===== config.mk =====
export PLATFORM = sky130hd
export DESIGN_NAME = lfs_queue
export DESIGN_NICKNAME = d
export VERILOG_FILES = /design/src/rtl/lfs_pkg.sv /design/src/rtl/lfs_queue.sv
export SDC_FILE = /design/constraint.sdc
export NUM_CORES = 1
export LEC_CHECK = 0
export BUFFER_PORTS_ARGS = -buffer_cell sky130_fd_sc_hd__buf_2
export CORE_MARGIN = 2
export CORE_UTILIZATION = 35
export DETAILED_ROUTE_END_ITERATION = 7
export PLACE_DENSITY = 0.65
export SKIP_CTS_REPAIR_TIMING = 1
export SLEW_MARGIN = 10
export SYNTH_ARGS = -nofsm -noshare
export SYNTH_HDL_FRONTEND = slang
export SYNTH_SLANG_ARGS = --single-unit

===== constraint.sdc =====
create_clock -name i_clk -period 2.3 [get_ports i_clk]
set_clock_uncertainty 0.1 [all_clocks]
set_input_delay 0.345 -clock i_clk [delete_from_list [all_inputs] [get_ports i_clk]]
set_output_delay 0.345 -clock i_clk [all_outputs]
set_load 0.01 [all_outputs]

===== src/rtl/lfs_pkg.sv =====
package lfs_pkg;

    localparam int DATA_W  = 16;
    localparam int RING_AW = 12;   // covers up to 16 frames of 256 values
    localparam int COEF_AW = 10;
    localparam logic [15:0] FRAME_COUNT_MAX = 16'hFFFF;

    typedef enum logic [1:0] {
        CMD_MEAN  = 2'd0,
        CMD_SCALE = 2'd1,
        CMD_PUSH  = 2'd2,
        CMD_PULL  = 2'd3
    } t_cmd;

    typedef enum logic [1:0] {
        ST_DONE      = 2'd0,
        ST_FULL      = 2'd1,
        ST_NOT_READY = 2'd2
    } t_status;

    typedef enum logic [1:0] {
        CFG_DIM    = 2'd0,
        CFG_FRAMES = 2'd1,
        CFG_STRIDE = 2'd2,
        CFG_CMVN   = 2'd3
    } t_cfg_index;

    typedef enum logic [2:0] {
        OP_NONE,
        OP_RING_WR,
        OP_MEAN_WR,
        OP_SCALE_WR,
        OP_READ
    } t_op;

    // one classified request, front to back
    typedef struct packed {
        t_op                 op;
        t_status             status;
        logic [DATA_W-1:0]   data;
        logic [RING_AW-1:0]  ring_addr;
        logic [COEF_AW-1:0]  coef_addr;
        logic                cmvn;
        logic                last_w;
        logic                last_u;
    } t_req;

endpackage


===== src/rtl/lfs_queue.sv =====
module lfs_queue (
    input  logic          i_clk,
    input  logic          i_rst_n,
    input  logic          i_push,
    input  lfs_pkg::t_req i_req,
    output logic          o_full,
    input  logic          i_pop,
    output lfs_pkg::t_req o_req,
    output logic          o_empty
);

    lfs_pkg::t_req r_mem [4];
    logic [1:0] r_wr_ptr;
    logic [1:0] r_rd_ptr;
    logic [2:0] r_count;
    logic       do_push;
    logic       do_pop;

    assign o_full  = (r_count == 3'd4);
    assign o_empty = (r_count == 3'd0);
    assign do_push = i_push && !o_full;
    assign do_pop  = i_pop && !o_empty;
    assign o_req   = r_mem[r_rd_ptr];

    always_ff @(posedge i_clk) begin
        if (do_push) begin
            r_mem[r_wr_ptr] <= i_req;
        end
    end

    always_ff @(posedge i_clk) begin
        if (!i_rst_n) begin
            r_wr_ptr <= 2'd0;
            r_rd_ptr <= 2'd0;
            r_count  <= 3'd0;
        end else begin
            if (do_push) begin
                r_wr_ptr <= r_wr_ptr + 2'd1;
            end
            if (do_pop) begin
                r_rd_ptr <= r_rd_ptr + 2'd1;
            end
            case ({do_push, do_pop})
                2'b10:   r_count <= r_count + 3'd1;
                2'b01:   r_count <= r_count - 3'd1;
                default: r_count <= r_count;
            endcase
        end
    end

endmodule


==> results.toml, run 1 <==
[logic_synthesis]
syn-cell-area_sq_mm = 0.00717
synthTopCellsByArea = "edfxtp_1, mux4_2, dfxtp_1"
synth_commonest_cells = "edfxtp_1, mux4_2, dfxtp_1"
yosysWarnings = 0
synth_top_area_share_pct = 77.0
yosysTopAreaCell = "edfxtp_1"
synthCells = 294
ys_types = 24
yosysSeqAreaShare_pct = 79.6
syn_nets = 350
synth.most_common_cell = "edfxtp_1"
ys_ff_latch = 193
synth_edf_count = 184
syn_avg_cell_area_sq_um = 24.4
async_flop_share_pct = 0
synth_ff_type = "edfxtp_1"

[timing]
fin_hold_ws_ps = 39.0
slew_viol_final = 0
max_clock_freq_mhz = 452
period_minus_slack_ps = 2210
rsz0062_at_grt = "yes"
fin_crit_sh_pct = 96.1
setup_violations = 0
hold_viol_final = 0
setup_ws_ps = 89.8
tightest_slew_ps = 418
max_slew_margin_pct = 72.2

[power]
p_leak_nw = 2.93
intPower_mw = 6.88
power.density_mw_per_mm2 = 1060
p_comb_share_pct = 23.8
finalPower_mw = 9.30
p_clk_share_pct = 29.0
switching_share_pct = 26.0
irDropWorstVdd_mv = 0.493
sequentialPowerShare_pct = 47.2
power.switching_mw = 2.42

[outcome]
status = "complete, no violations"

[clock_network]
numCtsBuffers = 17
cts_tree = "built"
root_buffer = "clkbuf_16"
clk_latency_ps = 420
clkSinkCount = 193
clk_path_buf_depth = 2
clkTransAtPathRegs_ps = 70
htreeDepth = 4

[floorplanning]
die_y_microns = 147
initial_core_util_pct = 35.6
io_pins = 98
core_sq_mm = 0.0202
dieArea_sq_mm = 0.0217
die_w_microns = 147
num_rows = 52

[worst_setup_path]
path_class = "reg2out"
cp_num_cells = 3
cp_top_family = "multiplexers"
reg2reg_depth = 9
critical_path.cell_chain = "buf_12 > mux4_2 > buf_6"
start_kind = "flip-flop"
cp-end-kind = "primary output"
worst-path-max-fanout = 14
cp.required_ps = 1860
crit_buf_inv = 2
crit_slowest_cell = "mux4_2"
max_stage_delay_ps = 540
arrival_ps = 1770

[min_path]
hp-class = "in2reg"
hold_path_depth = 1

[final_layout]
nNetsFinal = 477
drive_above_1_share_pct = 47.8
n_antenna_cell = 0
final_area_sq_mm = 0.00874
area_growth_pct = 21.9
utilization_pct = 43.3

[grt]
grt_pass1_vias = 3665
grt_pass1_wl_mm = 20.3
grt_max_degree = 39
antenna_found_initial = 1
globalRouteTotalUtil_pct = 12.6
grt_overflow = 0

[detailed_routing]
postRouteAntennaNets = 0
routedWlPerCell_microns = 18.4
drtIter0Drc = 114
drc = 0
viasPerCell = 4.63
vias = 3253
dr.pass1.iters = 4
finalWirelength_mm = 12.9

[place]
routabilityCongestion = 0.655
placement.io_buffers = 97
dpl-instance-area_sq_mm = 0.00810
dp_slack_ps = 46.4
dpl.hpwl_mm = 8.07

[run]
drv_cap = 0
## cell type report
class	count	area, sq um
Timing Repair Buffer	120	787
Clock inverter	14	114
Inverter	6	22.5
Sequential cell	193	5720
Fill cell	1808	11400
Tap cell	270	338
Clock buffer	17	425
Multi-Input combinational cell	83	1340
## path summary, 6_finish.rpt
check                   start          end  slack [ps]
setup / recovery    flip-flop     o_req[5]          90
setup reg to reg   r_count[1]   r_count[2]         160
hold reg to reg   r_wr_ptr[1]  r_wr_ptr[1]         410
hold / removal       i_req[8]  r_mem[3][8]          40
## power by group through the flow
| stage | logic [mW] | registers [mW] | clock network [mW] |
|---|---|---|---|
| after floorplan | 1.45 | 4.38 | 0 |
| after global placement | 2.09 | 4.46 | 0 |
| after detailed placement | 2.13 | 4.49 | 0 |
| after CTS | 2.14 | 4.41 | 2.79 |
| after global routing | 2.41 | 4.42 | 2.92 |
| final | 2.21 | 4.39 | 2.70 |
## registers in the layout, indices dropped and copies added, names as in the netlist, named ones only
signal / count
r_mem: 184
r_wr_ptr: 2
r_rd_ptr: 2
r_count: 3
## routing by layer
metal	share of wire [%]	global-route usage [%]	up-vias
met2	53	22.0	65
li1	-	-	1478
met5	0.093	0	-
met3	3.7	3.70	17
met4	1.5	4.09	2
met1	42	15.1	1691
## kinds of logic after synthesis
logic type	Yosys count	share of synthesized area, %
DFF	193	79.6
muxes	48	14.7
and+or+nand+nor	20	1.71
buffers and inverters	18	2.06
AOI/OAI and AO/OA	7	0.558
adders and majority gates	6	1.15
xor gates and xnor gates	2	0.244
## cell usage in the layout, fill, tap and decap left out, types with 4 or more instances in the layout
cell       count
and2_2         4
buf_12         9
buf_2         95
buf_4         13
clkbuf_16     17
dfxtp_1        4
edfxtp_1     184
ha_1           5
inv_1          5
mux4_2        46
nand2_1        7
o21ai_0        5
## through the flow
stage                     setup TNS (ps)  instances
after floorplan                        0        294
after global placement                 0        663
after detailed placement               0        663
after CTS                          -2870        694
after global routing               -12.1        703
final                                  0        703
No activity file was read; power rests on OpenSTA's default activity.
==> run 2: changes to the inputs <==
--- a/config.mk
+++ b/config.mk
@@ -5,6 +5,7 @@
 export SDC_FILE = /design/constraint.sdc
 export NUM_CORES = 1
 export LEC_CHECK = 0
+export ABC_AREA = 1
 export BUFFER_PORTS_ARGS = -buffer_cell sky130_fd_sc_hd__buf_2
 export CORE_MARGIN = 2
 export CORE_UTILIZATION = 35
==> constraint.sdc (replaced) <==
create_clock -name i_clk -period 2.3 [get_ports i_clk]
set_clock_uncertainty 0.1 [all_clocks]
set_input_delay 0.23 -clock i_clk [delete_from_list [all_inputs] [get_ports i_clk]]
set_output_delay 0.23 -clock i_clk [all_outputs]
set_load 0.01 [all_outputs]
==> results.toml, run 2 <==
[outcome]
status = "complete, no violations"

[detailed_routing]
postRouteAntennaNets = 0
drc = 0
routedWlPerCell_microns = 16.5
dr.pass1.iters = 4
drtIter0Drc = 349
finalWirelength_mm = 15.7
viasPerCell = 4.78
vias = 4562

[clock_network]
clkSinkCount = 193
clkTransAtPathRegs_ps = 70
clk_path_buf_depth = 2
numCtsBuffers = 17
root_buffer = "clkbuf_16"
cts_tree = "built"
htreeDepth = 4
clk_latency_ps = 430

[final_layout]
fill_cells = 1888
final_cells = 955
n_antenna_cell = 0
final_common_cell = "edfxtp_1"
final_cell_mix = "edfxtp_1, buf_2, nor2_1"
area_growth_pct = 26.5
register_area_sq_mm = 0.00571
largest_register_ffs = 184
nNetsFinal = 723
drive_above_1_share_pct = 24.7
utilization_pct = 44.7
multi_input_area_sq_mm = 0.00143
largest_register = "r_mem"
reg.largest.list = "r_mem x184, r_count x3"

[timing]
fin_crit_sh_pct = 97.2
max_clock_freq_mhz = 447
slew_viol_final = 0
tns_ps = 0
setup_violations = 0
max_slew_margin_pct = 67.4
hold_viol_final = 0
period_minus_slack_ps = 2240
tightest_slew_ps = 489

[logic_synthesis]
synth_top_area_share_pct = 74.9
syn_nets = 571
synth_commonest_cells = "edfxtp_1, nor2_1, o21ai_0"
synthTopCellsByArea = "edfxtp_1, nor2_1, o21ai_0"
syn_avg_cell_area_sq_um = 14.3
yosysSeqAreaShare_pct = 77.3
synthCells = 515
yosysWarnings = 0
synth_edf_count = 184
ys_ff_latch = 193
synth.most_common_cell = "edfxtp_1"
syn-cell-area_sq_mm = 0.00738
yosysTopAreaCell = "edfxtp_1"
synth_ff_type = "edfxtp_1"
async_flop_share_pct = 0
ys_types = 21

[place]
routabilityCongestion = 0.759
dp_cells = 874
placement.io_buffers = 97
dpl.hpwl_mm = 8.66

[floorplanning]
die_w_microns = 149
dieArea_sq_mm = 0.0223
core_sq_mm = 0.0209
io_pins = 98
num_rows = 53
initial_core_util_pct = 35.3
die_y_microns = 149

[grt]
grt_overflow = 0
grt_max_degree = 93
grt_pass1_wl_mm = 23.5
grt_pass1_vias = 4363
globalRouteTotalUtil_pct = 14.1
antenna_found_initial = 0

[worst_setup_path]
start_kind = "flip-flop"
cp-end-kind = "primary output"
timing.rr.end = "r_count[2]"
cp.required_ps = 1970
crit_end = "o_req[27]"
path_class = "reg2out"
arrival_ps = 1910
r2r_setup_slack_ps = 460
worst-path-max-fanout = 46
r2r_start = "r_count[1]"
reg2reg_depth = 13

[power]
power.density_mw_per_mm2 = 1030
p_leak_nw = 3.33
irDropWorstVdd_mv = 0.510
finalPower_mw = 9.65

[run]
drv_cap = 0

[min_path]
hp-class = "in2reg"
[run 2: cells by family (layout without fill, tap and decap cells)]
family          count (synthesis)  in the layout  synth area share, %
buf+inv                        49            214                 3.75
compound gates                145            145                 11.3
simple gates                  122            122                 6.49
fa+ha+maj                       6              6                 1.12
flops                         193            193                 77.3
[run 2: area by class of cell]
type	count	share of cell area, %
Sequential cell	193	61.2
Multi-Input combinational cell	273	15.3
Timing Repair Buffer	162	12.5
Clock buffer	18	4.60
Tap cell	275	3.69
Clock inverter	14	1.90
Inverter	20	0.818
[run 2: routing by layer]
metal	track usage (%)	wire [microns]	up-vias
li1	-	-	2209
met1	18.6	7340	2241
met2	22.6	7540	97
met3	3.98	674	15
met4	4.57	188	0
met5	0	0	-
[run 2: worst max-delay path, cell delays in order, from the launching register on]
cell and delay (ps):
dfxtp_4 510, clkinv_2 160, clkbuf_16 270, o21ai_0 270, o22ai_2 100, buf_2 150
[run 2: where the power goes]
| group | internal, mW | switching (mW) | total, mW |
|---|---|---|---|
| combinational | 0.859 | 1.47 | 2.33 |
| sequential | 4.18 | 0.115 | 4.29 |
| clock | 1.73 | 1.30 | 3.03 |
[run 2: worst min-delay path by stage]
stage / from / end / slack, ps / cells past startpoint
2_1_floorplan: i_req[0] / r_mem[0][0] / 230 / 0
3_3_place_gp: i_req[38] / r_mem[1][38] / 350 / 1
3_5_place_dp: i_req[27] / r_mem[3][27] / 350 / 1
4_1_cts: i_req[27] / r_mem[3][27] / -110 / 1
5_1_grt: i_pop / r_rd_ptr[1] / 30 / 3
6_report: i_pop / r_rd_ptr[1] / 20 / 3
[run 2: metrics by stage]
step	hold WS (ps)	area (sq um)	setup WS, ps
floorplan	229	7390	-100
global placement	345	8210	511
detailed placement	347	8210	496
CTS	-108	8820	61.6
global route	26.9	9330	-6.42
finish	24.1	9330	64.3
==> run 3: changes to the inputs <==
--- a/config.mk
+++ b/config.mk
@@ -11,6 +11,7 @@
 export CORE_UTILIZATION = 35
 export DETAILED_ROUTE_END_ITERATION = 7
 export PLACE_DENSITY = 0.65
+export RECOVER_POWER = 50
 export SKIP_CTS_REPAIR_TIMING = 1
 export SLEW_MARGIN = 10
 export SYNTH_ARGS = -nofsm -noshare
==> results.toml, run 3 (synthesis results as in run 2) <==
[place]
dpl.hpwl_mm = 8.66
routabilityCongestion = 0.759
dpl-instance-area_sq_mm = 0.00821
dp_cells = 874
placement.io_buffers = 97

[timing]
fin_hold_ws_ps = 24.6
slew_viol_final = 0
max_slew_margin_pct = 65.3
max_clock_freq_mhz = 448
hold_viol_final = 0
fin_crit_sh_pct = 97.1
tns_ps = 0
period_minus_slack_ps = 2230
setup_violations = 0
tightest_slew_ps = 520

[floorplanning]
dieArea_sq_mm = 0.0223
die_y_microns = 149
initial_core_util_pct = 35.3
core_sq_mm = 0.0209
num_rows = 53
die_w_microns = 149
io_pins = 98

[clock_network]
clk_path_buf_depth = 2
htreeDepth = 4
numCtsBuffers = 17
clk_latency_ps = 430
clkSinkCount = 193
cts_tree = "built"
clkTransAtPathRegs_ps = 70
root_buffer = "clkbuf_16"

[outcome]
status = "complete, no violations"

[grt]
antenna_found_initial = 0
grt_overflow = 0
grt_max_degree = 93
grt_pass1_wl_mm = 23.5
grt_pass1_vias = 4363
globalRouteTotalUtil_pct = 14.1

[detailed_routing]
routedWlPerCell_microns = 16.4
finalWirelength_mm = 15.7
dr.pass1.iters = 4
drtIter0Drc = 332
postRouteAntennaNets = 0
viasPerCell = 4.75
drc = 0
vias = 4540

[final_layout]
multi_input_area_sq_mm = 0.00142
nNetsFinal = 723
final_area_sq_mm = 0.00926
reg.largest.list = "r_mem x184, r_count x3"
largest_register_ffs = 184
area_growth_pct = 25.4
final_cells = 955
final_common_cell = "edfxtp_1"
drive_above_1_share_pct = 17.4
n_antenna_cell = 0
largest_register = "r_mem"
register_area_sq_mm = 0.00571
fill_cells = 1921
final_cell_mix = "edfxtp_1, nor2_1, o21ai_0"

[power]
p_leak_nw = 3.19
irDropWorstVdd_mv = 0.513
power.density_mw_per_mm2 = 1040
finalPower_mw = 9.63

[worst_setup_path]
start_kind = "flip-flop"
cp-end-kind = "primary output"
worst-path-max-fanout = 46
arrival_ps = 1900
path_class = "reg2out"
cp.required_ps = 1970

[run]
drv_cap = 0

[min_path]
hp-class = "in2reg"
==> run 3: changes by cell type in the layout (fill, tap and decap cells not counted) <==
cell / change
buf_4: -3
nor2_1: +1
clkbuf_1: +49
buf_2: -48
clkbuf_2: +2
nor2_4: -1
==> run 3: metal layers <==
| layer | global-route usage [%] | routed length (microns) |
|---|---|---|
| met2 | 22.6 | 7520 |
| met4 | 4.57 | 192 |
| met1 | 18.6 | 7320 |
| met5 | 0 | 0 |
| met3 | 3.98 | 666 |
==> run 3: cell type report <==
class                   count  share of cell area [%]
flip-flops and latches    193                    61.7
clock buffers              18                    4.64
clock inverters            14                    1.92
well taps                 275                    3.72
multi-input cells         273                    15.3
inverters                  20                   0.824
repair buffers            162                    11.9
==> run 3: final timing paths <==
check,startpoint,endpoint,slack [ps],depth (start not counted)
worst min register to register,r_wr_ptr[1],r_wr_ptr[1],410,2
worst max register to register,r_count[1],r_mem[2][19],290,6
worst min-delay path,i_pop,r_rd_ptr[1],20,3
worst max-delay path,flip-flop,o_req[27],70,5
==> run 3: power breakdown <==
group | internal [mW] | leakage, nW | switching (mW) | total (mW)
clock network | 1.73 | 0.291 | 1.30 | 3.03
logic | 0.838 | 1.14 | 1.47 | 2.30
registers | 4.18 | 1.76 | 0.116 | 4.29
==> run 3: worst max-delay path, cell delays in order (launching register included) <==
cell and delay (ps):
dfxtp_4 510, clkinv_2 170, clkbuf_16 270, o21ai_0 260
o22ai_2 100, buf_2 150
==> run 3: stage by stage <==
stage	worst slack [ps]	utilization [%]
floorplan	-100	-
global placement	511	39.3
detailed placement	496	39.3
CTS	61.6	42.2
global route	-6.42	44.3
finish	65.6	44.3
