File: config.mk
export PLATFORM = sky130hd
export DESIGN_NAME = lfs_front
export DESIGN_NICKNAME = d
export VERILOG_FILES = /design/src/rtl/lfs_pkg.sv /design/src/rtl/lfs_front.sv
export SDC_FILE = /design/constraint.sdc
export NUM_CORES = 1
export LEC_CHECK = 0
export BUFFER_PORTS_ARGS = -buffer_cell sky130_fd_sc_hd__buf_2
export CAP_MARGIN = 10
export CELL_PAD_IN_SITES_DETAIL_PLACEMENT = 1
export CELL_PAD_IN_SITES_GLOBAL_PLACEMENT = 1
export CORE_UTILIZATION = 46
export DETAILED_ROUTE_END_ITERATION = 8
export HOLD_SLACK_MARGIN = 0.03
export PLACE_DENSITY_LB_ADDON = 0.12
export SYNTH_ARGS = -nofsm -noshare
export SYNTH_HDL_FRONTEND = slang
export SYNTH_SLANG_ARGS = --single-unit
File: constraint.sdc
create_clock -name i_clk -period 11.4 [get_ports i_clk]
set_input_delay 1.14 -clock i_clk [delete_from_list [all_inputs] [get_ports i_clk]]
set_output_delay 1.14 -clock i_clk [all_outputs]
set_load 0.02 [all_outputs]
File: src/rtl/lfs_pkg.sv
package lfs_pkg;

    localparam int DATA_W  = 16;
    localparam int RING_AW = 12;   // covers up to 16 frames of 256 values
    localparam int COEF_AW = 10;
    localparam logic [15:0] FRAME_COUNT_MAX = 16'hFFFF;

    typedef enum logic [1:0] {
        CMD_MEAN  = 2'd0,
        CMD_SCALE = 2'd1,
        CMD_PUSH  = 2'd2,
        CMD_PULL  = 2'd3
    } t_cmd;

    typedef enum logic [1:0] {
        ST_DONE      = 2'd0,
        ST_FULL      = 2'd1,
        ST_NOT_READY = 2'd2
    } t_status;

    typedef enum logic [1:0] {
        CFG_DIM    = 2'd0,
        CFG_FRAMES = 2'd1,
        CFG_STRIDE = 2'd2,
        CFG_CMVN   = 2'd3
    } t_cfg_index;

    typedef enum logic [2:0] {
        OP_NONE,
        OP_RING_WR,
        OP_MEAN_WR,
        OP_SCALE_WR,
        OP_READ
    } t_op;

    // one classified request, front to back
    typedef struct packed {
        t_op                 op;
        t_status             status;
        logic [DATA_W-1:0]   data;
        logic [RING_AW-1:0]  ring_addr;
        logic [COEF_AW-1:0]  coef_addr;
        logic                cmvn;
        logic                last_w;
        logic                last_u;
    } t_req;

endpackage

File: src/rtl/lfs_front.sv
module lfs_front #(
    parameter int MAX_DIM     = 128,
    parameter int RING_FRAMES = 8
) (
    input  logic          i_clk,
    input  logic          i_rst_n,
    input  logic          i_cfg_we,
    input  logic [1:0]    i_cfg_index,
    input  logic [7:0]    i_cfg_data,
    input  logic          i_in_valid,
    output logic          o_in_ready,
    input  logic [1:0]    i_cmd,
    input  logic [15:0]   i_sample_value,
    input  logic [9:0]    i_coef_index,
    input  logic          i_end_of_utterance,
    input  logic          i_q_full,
    output logic          o_q_push,
    output lfs_pkg::t_req o_req
);

    localparam int EW = $clog2(MAX_DIM);
    localparam int SW = $clog2(RING_FRAMES);

    logic [7:0]    r_dim;
    logic [2:0]    r_m;
    logic [2:0]    r_n;
    logic          r_cmvn;
    logic [EW-1:0] r_eif,   n_eif;
    logic [15:0]   r_frames, n_frames;
    logic [15:0]   r_wn,    n_wn;
    logic [2:0]    r_fiw,   n_fiw;
    logic [EW-1:0] r_eiw,   n_eiw;
    logic          r_ended, n_ended;
    logic [SW-1:0] r_wr_slot, n_wr_slot;

    logic          accept;
    logic [8:0]    d_eff;
    logic [2:0]    m_eff;
    logic [2:0]    n_eff;
    logic [1:0]    pad;
    logic [18:0]   wstart;
    logic [19:0]   s_pos;
    logic [19:0]   src;
    logic [19:0]   fr20;
    logic [19:0]   wend;
    logic          last_e;
    logic          last_w;
    logic          last_u;
    logic [19:0]   f_rd;
    logic [19:0]   diff;
    logic [5:0]    slot_t;
    logic [5:0]    slot;
    logic          pull_ok;
    logic          push_full;
    logic          frame_done;

    assign o_in_ready = !i_q_full;
    assign accept     = i_in_valid && o_in_ready;
    assign o_q_push   = accept;

    always_comb begin
        if (r_dim == 8'd0) begin
            d_eff = 9'd1;
        end else if ({1'b0, r_dim} > 9'(MAX_DIM)) begin
            d_eff = 9'(MAX_DIM);
        end else begin
            d_eff = {1'b0, r_dim};
        end
    end

    assign m_eff  = (r_m == 3'd0) ? 3'd1 : r_m;
    assign n_eff  = (r_n == 3'd0) ? 3'd1 : r_n;
    assign pad    = 2'((m_eff - 3'd1) >> 1);
    assign wstart = 19'(r_wn) * 19'(n_eff);
    assign s_pos  = {1'b0, wstart} + 20'(r_fiw);
    assign src    = (s_pos > 20'(pad)) ? s_pos - 20'(pad) : 20'd0;
    assign fr20   = 20'(r_frames);
    assign wend   = {1'b0, wstart} + 20'(n_eff);

    assign last_e = (9'(r_eiw) + 9'd1) >= d_eff;
    assign last_w = last_e && ((4'(r_fiw) + 4'd1) >= 4'(m_eff));
    assign last_u = last_w && r_ended && (wend >= fr20);

    assign f_rd   = (r_ended && src >= fr20) ? fr20 - 20'd1 : src;
    // source frame trails the write slot by 1..2*RING_FRAMES-1 frames
    // (a new window can step back over frames the ring already reused)
    assign diff   = fr20 - f_rd;
    assign slot_t = 6'(r_wr_slot) + 6'(2 * RING_FRAMES) - 6'(diff[5:0]);
    assign slot   = (slot_t >= 6'(2 * RING_FRAMES)) ? slot_t - 6'(2 * RING_FRAMES) :
                    (slot_t >= 6'(RING_FRAMES))     ? slot_t - 6'(RING_FRAMES) : slot_t;

    assign pull_ok = (r_frames != 16'd0) &&
                     (r_ended || ((src < fr20) && ({1'b0, wstart} < fr20) &&
                                  !(last_w && (wend >= fr20))));

    assign push_full = r_ended ||
                       ((fr20 >= src) && ((fr20 - src) >= 20'(RING_FRAMES))) ||
                       ((r_frames == lfs_pkg::FRAME_COUNT_MAX) && !i_end_of_utterance);

    assign frame_done = (9'(r_eif) + 9'd1) >= d_eff;

    always_comb begin
        n_eif     = r_eif;
        n_frames  = r_frames;
        n_wn      = r_wn;
        n_fiw     = r_fiw;
        n_eiw     = r_eiw;
        n_ended   = r_ended;
        n_wr_slot = r_wr_slot;

        o_req           = '0;
        o_req.op        = lfs_pkg::OP_NONE;
        o_req.status    = lfs_pkg::ST_DONE;
        o_req.data      = i_sample_value;
        o_req.coef_addr = i_coef_index;
        o_req.cmvn      = r_cmvn;

        case (lfs_pkg::t_cmd'(i_cmd))
            lfs_pkg::CMD_MEAN: begin
                o_req.op = lfs_pkg::OP_MEAN_WR;
            end
            lfs_pkg::CMD_SCALE: begin
                o_req.op = lfs_pkg::OP_SCALE_WR;
            end
            lfs_pkg::CMD_PUSH: begin
                if (push_full) begin
                    o_req.status = lfs_pkg::ST_FULL;
                end else begin
                    if (r_frames != lfs_pkg::FRAME_COUNT_MAX) begin
                        o_req.op        = lfs_pkg::OP_RING_WR;
                        o_req.ring_addr = lfs_pkg::RING_AW'(r_wr_slot) *
                                          lfs_pkg::RING_AW'(MAX_DIM) +
                                          lfs_pkg::RING_AW'(r_eif);
                        if (frame_done) begin
                            n_eif     = '0;
                            n_frames  = r_frames + 16'd1;
                            n_wr_slot = (r_wr_slot == SW'(RING_FRAMES - 1)) ?
                                        '0 : r_wr_slot + SW'(1);
                        end else begin
                            n_eif = r_eif + EW'(1);
                        end
                    end
                    if (i_end_of_utterance) begin
                        n_eif   = '0;
                        n_ended = 1'b1;
                        // empty utterance closes at once
                        if (n_frames == 16'd0) begin
                            n_wn      = '0;
                            n_fiw     = '0;
                            n_eiw     = '0;
                            n_ended   = 1'b0;
                            n_wr_slot = '0;
                        end
                    end
                end
            end
            default: begin
                if (!pull_ok) begin
                    o_req.status = lfs_pkg::ST_NOT_READY;
                end else begin
                    o_req.op        = lfs_pkg::OP_READ;
                    o_req.ring_addr = lfs_pkg::RING_AW'(slot) *
                                      lfs_pkg::RING_AW'(MAX_DIM) +
                                      lfs_pkg::RING_AW'(r_eiw);
                    o_req.coef_addr = lfs_pkg::COEF_AW'(11'(r_fiw) * 11'(d_eff) +
                                                        11'(r_eiw));
                    o_req.last_w    = last_w;
                    o_req.last_u    = last_u;
                    if (last_u) begin
                        n_eif     = '0;
                        n_frames  = '0;
                        n_wn      = '0;
                        n_fiw     = '0;
                        n_eiw     = '0;
                        n_ended   = 1'b0;
                        n_wr_slot = '0;
                    end else if (last_e) begin
                        n_eiw = '0;
                        if (last_w) begin
                            n_fiw = '0;
                            n_wn  = r_wn + 16'd1;
                        end else begin
                            n_fiw = r_fiw + 3'd1;
                        end
                    end else begin
                        n_eiw = r_eiw + EW'(1);
                    end
                end
            end
        endcase
    end

    always_ff @(posedge i_clk) begin
        if (!i_rst_n) begin
            r_dim     <= 8'd80;
            r_m       <= 3'd7;
            r_n       <= 3'd6;
            r_cmvn    <= 1'b0;
            r_eif     <= '0;
            r_frames  <= '0;
            r_wn      <= '0;
            r_fiw     <= '0;
            r_eiw     <= '0;
            r_ended   <= 1'b0;
            r_wr_slot <= '0;
        end else begin
            if (i_cfg_we) begin
                unique case (lfs_pkg::t_cfg_index'(i_cfg_index))
                    lfs_pkg::CFG_DIM:    r_dim  <= i_cfg_data;
                    lfs_pkg::CFG_FRAMES: r_m    <= i_cfg_data[2:0];
                    lfs_pkg::CFG_STRIDE: r_n    <= i_cfg_data[2:0];
                    lfs_pkg::CFG_CMVN:   r_cmvn <= i_cfg_data[0];
                    default:             r_cmvn <= r_cmvn;
                endcase
            end
            if (accept) begin
                r_eif     <= n_eif;
                r_frames  <= n_frames;
                r_wn      <= n_wn;
                r_fiw     <= n_fiw;
                r_eiw     <= n_eiw;
                r_ended   <= n_ended;
                r_wr_slot <= n_wr_slot;
            end
        end
    end

endmodule

==> results by group, run 1 <==
Global route
  – Largest net degree at the start of global routing: 43
  – GR Util met3: approximately 2.8%
  – GR Util met2: 50.88%
  – Global route hottest layer: met2
  – Global-route wire length before repair: 54.49 mm
  – Grt ovf: 0
  – Met1 usage: 36.75%
  – Number of global-route vias before repair: roughly 10,000
  – Initial antenna violation count: 0
  – Total GRT Usage: between 20 and 30%

Layout
  – Diode count: 0
  – Sequential Area: roughly 1400 um2
  – Multi-input logic area: between 8000 and 9000 um2
  – Nets@finish: 1,611
  – Area growth syn-to-layout: 7.443%
  – Layout cells sized above 1: about a tenth
  – Design area: 11,310 um2
  – Most frequent cells in the layout: 200 x nand2_1, 124 x ha_1, 106 x inv_1, 79 x nor2_1, 74 x a21oi_1
  – Number of fill cells in the layout: ~2,800
  – Most common cell after layout, fill and taps aside: nand2_1

Clock network
  – Clk slew on worst S/H paths: 0.06 ns
  – Root Buffer: clkbuf_16
  – Clk_lat worst skew: 0.35 ns
  – CTS buffer count: 9
  – CTS tree: done
  – CTS sink count: 68
  – Cts hold-fix bufs: 0
  – H-tree levels: 3
  – Clk buf depth: 2

Power and ir drop
  – Total power: ~0.68 mW
  – Peak VDD IR: just under 60 uV
  – Pleak: around 5.4 nW
  – Pwr dens: about 60 nW/um2

Worst setup path
  – R2R setup slack: 2.19 ns
  – Worst Reg-to-Reg Cells: 32
  – Worst setup endpoint: o_req[23]
  – CP Launch Point: r_n[1]
  – Crit path capture type: output port
  – Crit Path Class: register to output port
  – RR Startpoint: r_n[1]
  – CP max-delay cell: a2111oi_0
  – Max FO, Critical Path: 19
  – Critical Path RT: between 10 and 15 ns
  – Type of origin of the critical path: register
  – R2R Path End: r_frames[7]
  – Max incr delay on CP: roughly 0.57 ns
  – WP data arrival: 9.74 ns

Synthesis
  – Register area share after synthesis: 12.94%
  – Post-synthesis net count: 1,608
  – Ys Warns: 0
  – Dominant synthesized flop cell: dfxtp_1
  – Unique cell type count in the Yosys netlist: 98
  – Post-synth EDFFs: 0
  – Post-Synthesis Cells: roughly 1,400
  – Avg Inst Size Synth: roughly 7.5 um2
  – FF+latch count, synth: 68
  – Synth Cell Area: between 10,000 and 15,000 um2
  – Post-synth ARST share: 0%

Outcome
  – Status: completed

Detailed routing
  – Post-DR vias/cell: roughly 6
  – Drc violations: 0
  – Initial DRC Count: 661
  – Detail Route Antenna Nets: 0
  – Via count: just over 10,000
  – Drt first pass iters: 5
  – Routed wire per std cell: between 15 and 20 um
  – DRT Wirelength: ~33 mm

Hold path
  – Min-Delay Path Class: register to register
  – Hold Path Depth: 2

Run
  – Max Cap Viol: 0

STA
  – Worst setup margin: around 0.52 ns
  – Final slew viol count: 0
  – Crit path time final: about 11 ns
  – Worst-Margin Slew: ~1.1 ns
  – Fmax: 0.09195 GHz
  – Setup Viol. Count Final: 0
  – Part of the cycle the worst path needs: about 95%
  – Hold Fails Final Rpt: 0
  – Clock Skew: a little under 0.008 ns
  – Rel. slew slack: about 27%

Floorplan
  – Die height: roughly 150 um
  – Die area: 23,490 um2
  – CORE AREA: between 20,000 and 25,000 um2
  – Number of placed I/O pins: 92
  – Initial core utilization: 47.63%
  – Rows: 54
  – Die width: ~150 um

Placed design
  – # port buffers: 59
  – DP HPWL: about 26 mm
  – Gp weighted congestion: about 0.93
  – Worst slack, placed: about 0.55 ns
  – DP Area: about 11,000 um2
==> power by group <==
| part | leakage [nW] | internal [mW] | switching (mW) | total, mW |
|---|---|---|---|---|
| logic | 4.64 | 0.0255 | 0.0496 | 0.0751 |
| registers | 0.548 | 0.239 | 0.00247 | 0.242 |
| clock network | 0.173 | 0.237 | 0.123 | 0.360 |
| total | 5.36 | 0.502 | 0.175 | 0.677 |
==> cell type report <==
cell class / count / area share, %
sequential: 68 / 12.05
tap: 280 / 3.098
multi-input combinational: 1144 / 74.08
inverter: 109 / 3.630
timing repair buffer: 78 / 3.906
clock inverter: 6 / 1.206
clock buffer: 10 / 2.025
==> stage by stage <==
step	hold WS [ns]	setup TNS [ns]	std cells	util, %
final	0.4987	0	1695	51.18
after global routing	0.5375	-0.04307	1695	51.18
after CTS	0.4999	0	1691	50.79
after detailed placement	0.4866	0	1675	49.13
after global placement	0.4714	0	1675	49.13
after floorplan	0.4385	0	1407	-
==> worst min path at each step <==
| stage | start | end | slack [ns] |
|---|---|---|---|
| 2_1_floorplan | r_m[0] | r_m[0] | 0.44 |
| 3_3_place_gp | r_m[0] | r_m[0] | 0.47 |
| 3_5_place_dp | r_m[0] | r_m[0] | 0.49 |
| 4_1_cts | r_m[0] | r_m[0] | 0.50 |
| 5_1_grt | r_eif[1] | r_eif[1] | 0.54 |
| 6_report | r_m[0] | r_m[0] | 0.50 |
==> routing by layer <==
| metal | up-vias | wire, um | part of all wire (%) |
|---|---|---|---|
| met2 | 214 | 16330 | 49 |
| li1 | 4991 | - | - |
| met5 | - | 0 | 0 |
| met3 | 42 | 1368 | 4.1 |
| met1 | 5103 | 14780 | 45 |
| met4 | 0 | 702 | 2.1 |
==> Yosys cell counts, types with 9 or more instances <==
master / n / area [um2]
nand2_1: 200 / 750.7
ha_1: 124 / 1551
inv_1: 106 / 397.9
nor2_1: 79 / 296.5
a21oi_1: 75 / 375.4
dfxtp_1: 68 / 1361
xnor2_1: 63 / 551.8
nand3_1: 55 / 275.3
o21ai_0: 52 / 260.3
clkbuf_1: 47 / 176.4
and3_1: 33 / 206.5
fa_1: 33 / 660.6
a21o_1: 32 / 240.2
nor3_1: 31 / 155.2
or3_1: 22 / 137.6
and2_1: 20 / 125.1
mux2i_1: 20 / 200.2
xor2_1: 20 / 175.2
buf_4: 19 / 142.6
nor2b_1: 19 / 118.9
a221o_1: 17 / 170.2
nand4_1: 16 / 100.1
o21a_1: 14 / 105.1
o211ai_1: 13 / 97.59
a22o_1: 11 / 96.34
a31oi_1: 11 / 68.82
buf_1: 11 / 41.29
a211oi_1: 10 / 75.07
o22ai_1: 10 / 62.56
o2111ai_1: 9 / 78.83
o31ai_1: 9 / 67.56
==> cells by family (layout without fill, tap and decap cells) <==
kind of cell,Yosys count,count (layout),synth area share (%)
DFF,68,68,12.94
and+or+nand+nor,545,545,25.87
adders and majority gates,157,157,21.02
xor gates and xnor gates,86,86,7.585
muxes,24,24,2.330
buffers and inverters,195,203,7.954
AOI/OAI and AO/OA,332,332,22.30
==> registers in the layout, indices dropped and copies added (netlist names) <==
register and flops:
r_frames 16, r_wn 16, r_dim 8, r_eif 7
r_eiw 7, r_fiw 3, r_m 3, r_n 3
r_wr_slot 3, r_cmvn 1, r_ended 1
==> worst max-delay path, delay by kind of cell, from the launching register on <==
| family | cells | cell delay, ns |
|---|---|---|
| simple gates | 12 | 2.37 |
| compound gates | 13 | 2.81 |
| fa+ha+maj | 6 | 2.14 |
| buf+inv | 7 | 1.07 |
| flops | 1 | 0.42 |
| xor+xnor | 3 | 0.56 |
==> repair_timing <==
item | in CTS | in global routing
endpoints found under the setup margin | 0 | 2
resized for setup | 0 | 15
setup buffers | 0 | 4
No activity file was read; power rests on OpenSTA's default activity.
==> inputs of run 2 (changes only) <==
- CELL_PAD_IN_SITES_DETAIL_PLACEMENT: 1 -> 0
- MAX_ROUTING_LAYER: default -> met4
==> results by group, run 2 (same netlist as run 1, synthesis figures left out) <==
Layout
  – Multi-input logic area: between 8000 and 9000 um2
  – Post-route insts no fill: approximately 1,700
  – Area growth syn-to-layout: 6.872%
  – Sequential Area: between 1000 and 1500 um2
  – Number of fill cells in the layout: 2,239
  – Most common cell after layout, fill and taps aside: nand2_1
  – Layout cells sized above 1: between 10 and 15%
  – Most frequent cells in the layout: 200 x nand2_1, 124 x ha_1, 106 x inv_1, 79 x nor2_1, 75 x a21oi_1
  – Regs by FF count: r_frames x16, r_wn x16, r_dim x8
  – Nets@finish: roughly 1,600

Worst setup path
  – Max incr delay on CP: 0.51 ns
  – CP Buf/Inv Count: 3
  – Crit Path Class: register to output port
  – CP Launch Point: r_n[1]
  – Critical path's most frequent cell: nand2_1
  – Max FO, Critical Path: 19
  – Type of origin of the critical path: register
  – CP max-delay cell: or4b_1
  – CP top delay family: compound AO/OA/AOI/OAI gates
  – RR Startpoint: r_n[1]
  – WP data arrival: between 9 and 10 ns
  – Critical Path RT: approximately 10 ns
  – Crit path capture type: output port

Placed design
  – Inst Count DP: around 1,700
  – Gp weighted congestion: ~0.95
  – # port buffers: 59
  – DP HPWL: 23.83 mm

Global route
  – Number of global-route vias before repair: around 9,700
  – Grt ovf: 0
  – Total GRT Usage: a little over a quarter
  – Initial antenna violation count: 1
  – Global-route wire length before repair: 49.04 mm
  – Largest net degree at the start of global routing: 43

Power and ir drop
  – Share of power burned in combinational logic: 11.2%
  – Peak VDD IR: 68.32 uV
  – Reg power frac: 37.3%
  – Sw frac: a little over a quarter
  – Internal power: ~0.48 mW
  – Clock power frac: between 50% and 60%
  – Psw: around 0.17 mW
  – Pleak: between 5 and 6 nW
  – Pwr dens: 57.63 nW/um2

Floorplan
  – Die width: roughly 150 um
  – CORE AREA: between 20,000 and 25,000 um2
  – Number of placed I/O pins: 92
  – Rows: 54
  – Initial core utilization: a little under half
  – Die area: roughly 23,000 um2
  – Die height: 153.3 um

Clock network
  – H-tree levels: 3
  – Root Buffer: clkbuf_16
  – Clk buf depth: 2
  – CTS tree: done
  – Clk slew on worst S/H paths: about 0.060 ns
  – Cts hold-fix bufs: 0
  – Clk_lat worst skew: between 0.3 and 0.4 ns
  – CTS sink count: 68
  – CTS buffer count: 9

STA
  – Rel. slew slack: approximately a quarter
  – Crit path time final: ~11 ns
  – Hold Fails Final Rpt: 0
  – Setup Viol. Count Final: 0
  – Clock Skew: 0.006179 ns
  – Fmax: approximately 0.092 GHz
  – Final slew viol count: 0
  – Worst-Margin Slew: between 1 and 1.5 ns
  – RSZ-0062 raised after global routing: no
  – Part of the cycle the worst path needs: around 95%
  – TNS Setup: 0 ns

Detailed routing
  – DRT Wirelength: between 20 and 30 mm
  – Post-DR vias/cell: about 5.9
  – Detail Route Antenna Nets: 0
  – Drc violations: 0
  – Initial DRC Count: between 700 and 800
  – Drt first pass iters: 5
  – Routed wire per std cell: 17.68 um
  – Via count: between 9,000 and 10,000

Hold path
  – Hold Path Origin: r_n[0]
  – Min-Delay Path Class: register to register

Outcome
  – Status: completed

Run
  – Max Cap Viol: 0
==> run 2: repair_timing <==
| item | CTS | global route |
|---|---|---|
| setup endpoints to repair | 0 | 2 |
| gates resized for setup | 0 | 8 |
| setup buffers | 0 | 3 |
==> run 2: power groups by stage <==
stage	clock [mW]	combinational, mW	sequential (mW)
after floorplan	0	0.0571	0.246
after global placement	0	0.0720	0.247
after detailed placement	0	0.0725	0.247
after CTS	0.339	0.0728	0.242
after global routing	0.346	0.0809	0.242
final	0.333	0.0729	0.242
==> run 2: worst paths after layout <==
path | endpoint | slack [ns] | cells past startpoint
worst max-delay path | o_req[23] | 0.56 | 38
worst max register to register | r_frames[8] | 2.51 | 31
worst min register to register | r_n[0] | 0.50 | 2
worst min-delay path | r_n[0] | 0.50 | 2
==> run 2: worst reg2reg max path, delay by kind of cell (launching register included) <==
kind,cells,cell delay (ns)
AO/OA/AOI/OAI,15,4.92
AND/OR/NAND/NOR,10,1.92
adder cells (fa/ha/maj),3,1.06
buffers and inverters,3,0.50
flip-flops,1,0.42
==> run 2: per-stage QoR <==
stage                     cell area (um2)  power (mW)  worst slack [ns]  utilization (%)  hold WS [ns]
after floorplan                     10520      0.3027            0.9656                -        0.4385
after global placement              10860      0.3190            0.7192            49.13        0.4714
after detailed placement            10860      0.3196            0.5722            49.13        0.4791
after CTS                           11190      0.6532            0.1569            50.67        0.4961
after global routing                11250      0.6692          0.009086            50.91        0.5283
final                               11250      0.6481            0.5637            50.91        0.4984
==> run 2: cell type report <==
cell class                      count  area share, %
Sequential cell                    68          12.11
Tap cell                          280          3.115
Clock inverter                      6          1.012
Timing Repair Buffer               77          3.827
Antenna cell                        1        0.02225
Multi-Input combinational cell   1144          74.26
Inverter                          109          3.649
Clock buffer                        9          2.002
==> run 2: metal layers <==
metal / vias up / share of wire, % / global-route usage, %
li1: 4988 / - / -
met1: 4713 / 47 / 33.75
met2: 231 / 47 / 44.55
met3: 39 / 4.3 / 3.459
met4: 0 / 1.9 / 7.263
met5: - / 0 / -
==> inputs of run 3 (changes only) <==
==> constraint.sdc (replaced) <==
create_clock -name i_clk -period 11.4 [get_ports i_clk]
set_input_delay 1.14 -clock i_clk [delete_from_list [all_inputs] [get_ports i_clk]]
set_output_delay 1.14 -clock i_clk [all_outputs]
set_load 0.1 [all_outputs]
==> results by group, run 3 (same netlist as run 1, synthesis figures left out) <==
Global route
  – Largest net degree at the start of global routing: 43
  – Total GRT Usage: about 28%
  – Global-route wire length before repair: a little over 50 mm
  – Grt ovf: 0
  – Number of global-route vias before repair: about 10,000
  – Initial antenna violation count: 0

STA
  – TNS Setup: 0 ns
  – Rel. slew slack: 25.46%
  – Part of the cycle the worst path needs: a little over nine tenths
  – Hold WS: roughly 0.5 ns
  – Worst-Margin Slew: approximately 1.1 ns
  – Final slew viol count: 0
  – Fmax: 0.09285 GHz
  – Worst setup margin: ~0.63 ns
  – Clock Skew: 0.01333 ns
  – Hold Fails Final Rpt: 0
  – Setup Viol. Count Final: 0
  – Crit path time final: ~11 ns
  – RSZ-0062 raised after global routing: no

Outcome
  – Status: completed

Detailed routing
  – Met3 WL: ~1.4 mm
  – Met2 WL post-DR: 14.01 mm
  – Initial DRC Count: 625
  – Via count: ~10,000
  – Detail Route Antenna Nets: 0
  – Drc violations: 0
  – Routed wire per std cell: between 15 and 20 um
  – Post-DR vias/cell: 5.867
  – M1 wire length: about 14 mm
  – Drt first pass iters: 5
  – Highest routed layer: met4
  – DRT Wirelength: around 30 mm

Placed design
  – DP HPWL: between 20 and 25 mm
  – Inst Count DP: ~1,700
  – Gp weighted congestion: 0.9610
  – Worst slack, placed: about 0.5 ns
  – # port buffers: 59

Layout
  – Diode count: 0
  – Most frequent cells in the layout: 199 x nand2_1, 123 x ha_1, 106 x inv_1, 79 x nor2_1, 73 x a21oi_1
  – Number of fill cells in the layout: roughly 2,300
  – Finished Core Util: between 50 and 60%
  – Layout cells sized above 1: 11.57%
  – Regs by FF count: r_frames x16, r_wn x16, r_dim x8
  – Nets@finish: between 1,500 and 2,000
  – Post-route insts no fill: 1,697
  – Area growth syn-to-layout: 8.418%
  – Most common cell after layout, fill and taps aside: nand2_1

Floorplan
  – Number of placed I/O pins: 92
  – CORE AREA: 22,090 um2
  – Rows: 54
  – Die area: 23,490 um2
  – Die width: between 150 and 200 um
  – Die height: 153.3 um
  – Initial core utilization: a little under half

Clock network
  – CTS buffer count: 9
  – Clk slew on worst S/H paths: 0.06 ns
  – CTS tree: done
  – Cts hold-fix bufs: 0
  – Root Buffer: clkbuf_16
  – Clk_lat worst skew: 0.36 ns
  – H-tree levels: 3
  – Clk buf depth: 2
  – CTS sink count: 68

Worst setup path
  – Worst Reg-to-Reg Cells: 30
  – Crit Path Class: register to output port
  – Critical Path RT: ~10 ns
  – Max incr delay on CP: about 0.52 ns
  – Critical Path Stages: between 40 and 50
  – WP data arrival: ~9.6 ns
  – CP Buf/Inv Count: 5
  – Type of origin of the critical path: register
  – CP max-delay cell: or4b_1
  – Crit path capture type: output port
  – Max FO, Critical Path: 19
  – CP top delay family: compound AO/OA/AOI/OAI gates

Power and ir drop
  – Reg power frac: between 30% and 40%
  – Clock power frac: between 40% and 50%
  – Psw: 0.1967 mW
  – Pleak: about 5.4 nW
  – Internal power: 0.4421 mW
  – Sw frac: a little under a third
  – Share of power burned in combinational logic: 14.7%
  – Pwr dens: 56.00 nW/um2
  – Peak VDD IR: approximately 61 uV

Hold path
  – Min-Delay Path Class: register to register
  – Hold Path Depth: 2

Run
  – Max Cap Viol: 0
[run 3: final cells by class]
class	count	area (um2)	share of cell area, %
multi-input cells	1144	8428	73.87
flip-flops and latches	68	1364	11.95
repair buffers	80	546.8	4.792
inverters	109	410.4	3.597
well taps	280	350.3	3.071
clock buffers	10	239.0	2.095
clock inverters	6	71.32	0.6251
[run 3: worst register-to-register path, delay by kind of cell, from the launching register on]
| kind | cells | cell delay [ns] |
|---|---|---|
| compound gates | 14 | 4.50 |
| flops | 1 | 0.43 |
| simple gates | 10 | 2.26 |
| buf+inv | 2 | 0.26 |
| fa+ha+maj | 3 | 1.19 |
| xor+xnor | 1 | 0.20 |
[run 3: path summary, 6_finish.rpt]
| kind | slack (ns) | start | end |
|---|---|---|---|
| min reg2reg | 0.50 | r_m[0] | r_m[0] |
| max reg2reg | 2.47 | r_n[1] | r_frames[5] |
| max | 0.63 | r_n[1] | o_req[23] |
| min | 0.50 | r_m[0] | r_m[0] |
[run 3: timing repair]
item | CTS | global route
buffers inserted | 0 | 7
resized for setup | 0 | 27
hold endpoints to repair | 0 | 0
endpoints found under the setup margin | 0 | 2
[run 3: power groups by stage]
stage	clock network, mW	logic (mW)	registers [mW]
2_1_floorplan	0	0.0970	0.246
3_3_place_gp	0	0.0933	0.247
3_5_place_dp	0	0.0934	0.247
4_1_cts	0.307	0.0936	0.242
5_1_grt	0.320	0.102	0.242
6_report	0.303	0.0941	0.242
[run 3: through the flow]
stage	area (um2)	total power [mW]
after detailed placement	10940	0.3407
final	11410	0.6389
after global routing	11410	0.6642
after global placement	10940	0.3404
after CTS	11250	0.6429
after floorplan	10530	0.3425
[run 3: metal layers]
metal  up-vias  track usage [%]
li1       5005                -
met1      4680            35.31
met2       223            44.60
met3        48            4.168
met4         0            7.840
met5         -                -
